===== config.mk =====
export PLATFORM = sky130hd
export DESIGN_NAME = faa_div
export DESIGN_NICKNAME = d
export VERILOG_FILES = /design/src/hw/rtl/frame_average_accumulator_assert.svh /design/src/hw/rtl/faa_pkg.sv /design/src/hw/rtl/faa_div.sv
export SDC_FILE = /design/constraint.sdc
export NUM_CORES = 1
export LEC_CHECK = 0
export BUFFER_PORTS_ARGS = -buffer_cell sky130_fd_sc_hd__buf_4
export CELL_PAD_IN_SITES_DETAIL_PLACEMENT = 0
export CELL_PAD_IN_SITES_GLOBAL_PLACEMENT = 1
export CORE_AREA = 2 2 85 87
export CTS_CLUSTER_DIAMETER = 200
export DETAILED_ROUTE_END_ITERATION = 7
export DIE_AREA = 0 0 87 89
export PLACE_DENSITY = 0.71
export RECOVER_POWER = 100
export SLEW_MARGIN = 10
export SYNTH_ARGS = -nofsm -noshare
export SYNTH_HDL_FRONTEND = slang
export SYNTH_SLANG_ARGS = --single-unit

===== constraint.sdc =====
create_clock -name clk -period 4.9 [get_ports clk]
set_input_delay 0.245 -clock clk [delete_from_list [all_inputs] [get_ports clk]]
set_output_delay 0.245 -clock clk [all_outputs]
set_load 0.03 [all_outputs]

===== src/hw/rtl/frame_average_accumulator_assert.svh =====
// Assertion macros shared by the frame averaging block.
// Each macro checks a property on the rising edge of clk, held off during reset.
`ifndef FRAME_AVERAGE_ACCUMULATOR_ASSERT_SVH
`define FRAME_AVERAGE_ACCUMULATOR_ASSERT_SVH

// The consequent must hold in the same cycle as the antecedent.
`define FAA_ASSERT_SAME(lbl, ante, cons) \
	lbl: assert property (@(posedge clk) disable iff (!arst_n) (ante) |-> (cons)) \
		else $error("frame averaging check failed");

// The consequent must hold in the cycle after the antecedent.
`define FAA_ASSERT_NEXT(lbl, ante, cons) \
	lbl: assert property (@(posedge clk) disable iff (!arst_n) (ante) |=> (cons)) \
		else $error("frame averaging check failed");

`endif


===== src/hw/rtl/faa_pkg.sv =====
package faa_pkg;

	// Store and field sizes.
	localparam int PIXELS_MAX = 65536;
	localparam int FRAMES_MAX = 256;
	localparam int ADDR_W     = $clog2(PIXELS_MAX);
	localparam int PIX_W      = 16;
	localparam int SUM_W      = 24;
	localparam int DIVISOR_W  = 9;
	localparam int PCOUNT_W   = 17;
	localparam int FIDX_W     = 8;
	localparam int CNT_W      = $clog2(SUM_W + 1);

	// Configuration register indexes.
	localparam logic REG_FRAME_COUNT = 1'b0;
	localparam logic REG_PIXEL_COUNT = 1'b1;

	// Sequencer states.
	typedef enum logic [1:0] {
		S_IDLE,
		S_SUM,
		S_DIV,
		S_OUT
	} state_t;

	// Request to the divider.
	typedef struct packed {
		logic                 start;
		logic [SUM_W-1:0]     dividend;
		logic [DIVISOR_W-1:0] divisor;
	} div_req_t;

	// Response from the divider.
	typedef struct packed {
		logic             done;
		logic [PIX_W-1:0] quotient;
	} div_rsp_t;

endpackage


===== src/hw/rtl/faa_div.sv =====
module faa_div (
	input  logic              clk,
	input  logic              arst_n,
	input  faa_pkg::div_req_t req,
	output faa_pkg::div_rsp_t rsp
);

	logic                          busy_q;
	logic                          done_q;
	logic [faa_pkg::CNT_W-1:0]     cnt_q;
	logic [faa_pkg::SUM_W-1:0]     quo_q;
	logic [faa_pkg::DIVISOR_W-1:0] rem_q;
	logic [faa_pkg::DIVISOR_W-1:0] div_q;
	logic [faa_pkg::DIVISOR_W:0]   trial;
	logic [faa_pkg::DIVISOR_W:0]   diff;
	logic                          fits;
	logic [faa_pkg::DIVISOR_W-1:0] rem_next;

	// One restoring step: shift in the next dividend bit and try a subtract.
	always_comb begin
		trial    = {rem_q, quo_q[faa_pkg::SUM_W-1]};
		diff     = trial - {1'b0, div_q};
		fits     = trial >= {1'b0, div_q};
		rem_next = fits ? diff[faa_pkg::DIVISOR_W-1:0] : trial[faa_pkg::DIVISOR_W-1:0];
	end

	// Step counter; done pulses for one cycle after the last step.
	always_ff @(posedge clk or negedge arst_n) begin
		if (!arst_n) begin
			busy_q <= 1'b0;
			done_q <= 1'b0;
			cnt_q  <= '0;
		end else begin
			done_q <= 1'b0;
			if (req.start) begin
				busy_q <= 1'b1;
				cnt_q  <= faa_pkg::CNT_W'(faa_pkg::SUM_W);
			end else if (busy_q) begin
				cnt_q <= cnt_q - faa_pkg::CNT_W'(1);
				if (cnt_q == faa_pkg::CNT_W'(1)) begin
					busy_q <= 1'b0;
					done_q <= 1'b1;
				end
			end
		end
	end

	// Quotient and remainder registers; the quotient holds until the next start.
	always_ff @(posedge clk) begin
		if (req.start) begin
			quo_q <= req.dividend;
			rem_q <= '0;
			div_q <= req.divisor;
		end else if (busy_q) begin
			quo_q <= {quo_q[faa_pkg::SUM_W-2:0], fits};
			rem_q <= rem_next;
		end
	end

	assign rsp.done     = done_q;
	assign rsp.quotient = quo_q[faa_pkg::PIX_W-1:0];

endmodule


# After elaboration in Yosys (flattened, before gate mapping)
# Cells that the tools add are included.
[word_totals]
ff_bits = 49
latch_bits = 0
mem_bits_rw = 0
romBits = 0
inputBits = 36
output_inout_bits = 17
word_cells = 22
mem_count = 0
[classes]
n_addsub = 2
n_mul = 0
n_div = 0
order_cmp = 1
eq_ne = 1
n_shift = 0
muxes = 11
n_bitwise = 0
reduce_logical = 1
[ops]
columns = ["operator", "n"]
rows = [
  ["$mux W24", 2],
  ["$ge A10 B9 Y1", 1],
  ["$mux W5", 2],
  ["$mux W9", 1],
  ["$sub A9 B9 Y9", 1],
  ["$mux W1", 6],
  ["$eq A5 B1 Y1 const B", 1],
  ["$sub A5 B1 Y5 const B", 1],
  ["$reduce_bool A2 Y1", 1],
]

# Longest topological paths before layout
[depth]
depth_word = 4
ltp_mapped = 9
mapped_depth_nobuf = 9

# Least setup slack after synthesis
# Ideal clock, no wire load.
[synth_path]
path_type = "reg2reg"
start = "register quo_q[23] (netlist name)"
end = "register quo_q[0] (netlist name), data pin"
setup_time_ps = 260
arrival_ps = 1983
t_required_ps = 4640
slack_ps = 2657
path_stages_with_launch = 9
n_path_buf = 0
period_less_slack_ps = 2243
path_cell_list = "edfxtp_1 > inv_1 > ha_1 > inv_1 > fa_1 > a211oi_2 > o31a_1 > o211ai_4 > mux2_2"
[synth_between]
elab_chain_cells = 3
[synth_lines]
columns = ["item", "line", "rtl"]
rows = [
  ["from (decl)", "faa_div.sv:11", "logic [faa_pkg::SUM_W-1:0] quo_q;"],
  ["from (signal assigned)", "faa_div.sv:51", "quo_q <= req.dividend;"],
  ["from (signal assigned)", "faa_div.sv:55", "quo_q <= {quo_q[faa_pkg::SUM_W-2:0], fits};"],
  ["$ge A10 B9 Y1", "faa_div.sv:23", "fits = trial >= {1'b0, div_q};"],
  ["$mux W24", "faa_div.sv:54", "end else if (busy_q) begin"],
  ["$mux W24", "faa_div.sv:50", "if (req.start) begin"],
]
# Every way passes these cells. The select of a mux whose other input is x is not followed.
# A chain may end at the register's enable or synchronous reset.

# Final worst setup path
# Same ends and word-level chain as after synthesis.

==> results.sh <==
export IMPL_worstPathRequired_ns=4.96
export IMPL_dieArea_um2=7740
export IMPL_syn_inst=215
export IMPL_netlist_area_um2=2640
export IMPL_hold_path_class="in2reg"
export IMPL_register_area_um2=1350
export IMPL_place_gp_congestion=0.758
export IMPL_tns_ns=0
export IMPL_postCtsSetupBuffers=0
export IMPL_crit_arrival_ns=2.86
export IMPL_drt_wl_total_um=4740
export IMPL_yosys_most_used_dff="edfxtp_1"
export IMPL_fin_crit_ns=2.80
export IMPL_num_rows=30
export IMPL_drc=0
export IMPL_relSlewSlack=-0.652
export IMPL_startpoint="quo_q[23]$_DFFE_PP_"
export IMPL_h_tree_depth=2
export IMPL_dp_hpwl_um=3330
export IMPL_die_width_um=87
export IMPL_yosysUniqueCellTypes=45
export IMPL_grt_pass1_vias=1646
export IMPL_synthAdderAreaFrac=0.0597
export IMPL_tightest_slew_ns=2.48
export IMPL_synthToLayoutAreaGrowth_pct=13.6
export IMPL_ant_nets=0
export IMPL_synth_top_family_by_area="multiplexers"
export IMPL_synthMuxAreaShare=0.129
export IMPL_synth_seq_cells=49
export IMPL_crit_chain="inv_1, ha_1, inv_1, fa_1, a211oi_1, o31a_1, o211ai_1, mux2_2"
export IMPL_syn_num_nets=263
export IMPL_synth_edf_count=33
export IMPL_overflow=0
export IMPL_worst_setup_path_type="reg2reg"
export IMPL_synth_compound_area_frac=0.0972
export IMPL_cp_start_kind="flop"
export IMPL_crit_slowest_cell="a211oi_1"
export IMPL_cts_tree="yes"
export IMPL_fin_nets=298
export IMPL_grt_first_pass_wirelength_um=8020
export IMPL_clock_latency_ns=0.30
export IMPL_synth_xor_area_frac=0.0265
export IMPL_p_leak_nw=1.21
export IMPL_vias=1655
export IMPL_grt_max_degree=51
export IMPL_numCtsBuffers=5
export IMPL_finalCritPeriodShare=0.571
export IMPL_ios=53
export IMPL_clock_root_buffer="clkbuf_8"
export IMPL_portBuffers=52
export IMPL_ff2ff_path_depth=8
export IMPL_die_h_um=89
export IMPL_grt_total_usage=0.133
export IMPL_cts_clk_slew_worst_paths_ns=0.09
export IMPL_antenna_found_initial=0
export IMPL_async_reset_ff_frac=0.143
export IMPL_drt_iter0_markers=70
export IMPL_n_antenna_cell=0
export IMPL_stdcell_area_um2=3000
export IMPL_cp_end_kind="flop"
export IMPL_min_delay_path_depth=1
export IMPL_critPathMaxStageDelay_ns=0.43
export IMPL_clockBufferDepth=2
export IMPL_synthSimpleGateAreaFrac=0.0976
export IMPL_ys_seq_area_frac=0.510
export IMPL_multi_input_area_um2=1060
export IMPL_placed_cell_area_um2=2970
export IMPL_fillers=637
export IMPL_layout_drive_gt1_share=0.287
export IMPL_hold_viol=0
export IMPL_crit_fanout=8
export IMPL_cap_violations=1
export IMPL_initial_core_util=0.393
export IMPL_drtPass1Iterations=4
export IMPL_viasPerCell=5.00
export IMPL_hp_start="req[6]"
export IMPL_setup_viol=0
export IMPL_r2r_start="quo_q[23]$_DFFE_PP_"
export IMPL_powerDensity_nw_per_um2=444
export IMPL_syn_area_per_cell_um2=12.3
export IMPL_ir_worst_vdd_uv=171
export IMPL_fin_skew_ns=0.00839
export IMPL_slew_viol_final=51
export IMPL_ctsHoldBuffers=1
export IMPL_status="finished, violations left"
export IMPL_crit_top_cell="inv_1"
export IMPL_clock_sinks=49
export IMPL_design_core_area_um2=6720
export IMPL_violations="max-capacitance violations, max-slew violations"
export IMPL_wl_per_cell_um=14.3
export IMPL_cts_resized=0
export IMPL_max_freq_ghz=0.357
export IMPL_ys_warn_count=0
export IMPL_utilization=0.446
export IMPL_rsz0062_at_grt="no"
## registers in the layout, summed over array words and instances, names as in the netlist
name / cells
busy_q: 1
div_q: 9
rem_q: 9
cnt_q: 5
quo_q: 24
done_q: 1
## critical path: cells and delay by family, from the launching register on
kind,cells,cell delay (ns)
muxes,1,0.41
adders and majority gates,2,0.54
buffers and inverters,2,0.12
DFF,1,0.40
AOI/OAI and AO/OA,3,1.09
## cell usage after synthesis (5+ instances only)
| cell | instances | area (um2) |
|---|---|---|
| nand2_1 | 6 | 22.5 |
| mux2_2 | 25 | 282 |
| inv_1 | 14 | 52.6 |
| clkbuf_1 | 8 | 30.0 |
| ha_1 | 11 | 138 |
| a21oi_1 | 6 | 30.0 |
| mux2i_1 | 6 | 60.1 |
| dfrtp_1 | 7 | 175 |
| a211oi_1 | 5 | 37.5 |
| buf_4 | 17 | 128 |
| dfxtp_1 | 9 | 180 |
| edfxtp_1 | 33 | 991 |
| nor2_1 | 14 | 52.6 |
| nand2b_1 | 5 | 31.3 |
## metrics by stage
| stage | hold slack, ns | instances | power [mW] | setup slack [ns] |
|---|---|---|---|---|
| 5_1_grt | 0.116 | 331 | 1.42 | 1.81 |
| 4_1_cts | 0.0990 | 331 | 1.38 | 2.44 |
| 2_1_floorplan | -0.0506 | 215 | 0.972 | 2.66 |
| 6_report | 0.132 | 331 | 1.33 | 2.10 |
| 3_5_place_dp | 0.0654 | 322 | 1.08 | 2.47 |
| 3_3_place_gp | 0.0650 | 322 | 1.08 | 2.53 |
## where the power goes
part	total (mW)	internal [mW]	switching (mW)
logic	0.474	0.209	0.265
registers	0.562	0.516	0.0465
clock network	0.294	0.153	0.140
total	1.33	0.879	0.452
## placed cells by master (no fill, tap or decap), types with 2 or more instances in the layout
| cell | instances |
|---|---|
| a211oi_1 | 6 |
| a21o_1 | 2 |
| a21oi_1 | 6 |
| a311oi_1 | 4 |
| buf_4 | 24 |
| clkbuf_1 | 20 |
| clkbuf_4 | 9 |
| clkbuf_8 | 5 |
| dfrtp_1 | 7 |
| dfxtp_1 | 9 |
| edfxtp_1 | 33 |
| ha_1 | 11 |
| inv_1 | 14 |
| mux2_2 | 25 |
| mux2i_1 | 6 |
| nand2_1 | 6 |
| nand2b_1 | 5 |
| nand3_1 | 3 |
| nor2_1 | 14 |
| nor3_1 | 4 |
| nor3b_1 | 2 |
| o211ai_1 | 3 |
| o31ai_1 | 2 |
| xnor2_1 | 4 |
| xor2_1 | 4 |
## routing by layer
layer  track usage  part of all wire  routed length (um)  up-vias
li1              -                 -                   -      843
met1         0.183              0.50                2350      757
met2         0.197              0.43                2060       50
met3        0.0443             0.057                 272        5
met4        0.0426             0.012                  59        0
met5             0                 0                   0        -
## logic make-up (layout without fill, tap and decap cells)
family	count (synthesis)	after routing
xor+xnor	8	8
buf+inv	39	75
flops	49	49
simple gates	45	45
fa+ha+maj	12	12
compound gates	31	31
mux	31	31
## worst paths after layout
check,endpoint,slack (ns)
worst max-delay path,quo_q[0]$_DFFE_PP_,2.10
worst min-delay path,div_q[6]$_DFFE_PP_,0.13
worst max register to register,quo_q[0]$_DFFE_PP_,2.10
worst min register to register,rem_q[2]$_SDFFE_PP0P_,0.50
max in group asynchronous,cnt_q[1]$_DFFE_PN0P_,4.25
min in group asynchronous,cnt_q[4]$_DFFE_PN0P_,0.37
## layout make-up
| type | count | area share |
|---|---|---|
| Multi-Input combinational cell | 127 | 0.353 |
| Sequential cell | 49 | 0.449 |
| Inverter | 14 | 0.0175 |
| Clock buffer | 6 | 0.0242 |
| Clock inverter | 2 | 0.0129 |
| Timing Repair Buffer | 53 | 0.110 |
| Tap cell | 80 | 0.0334 |
Power figures use the tool's default switching activity.
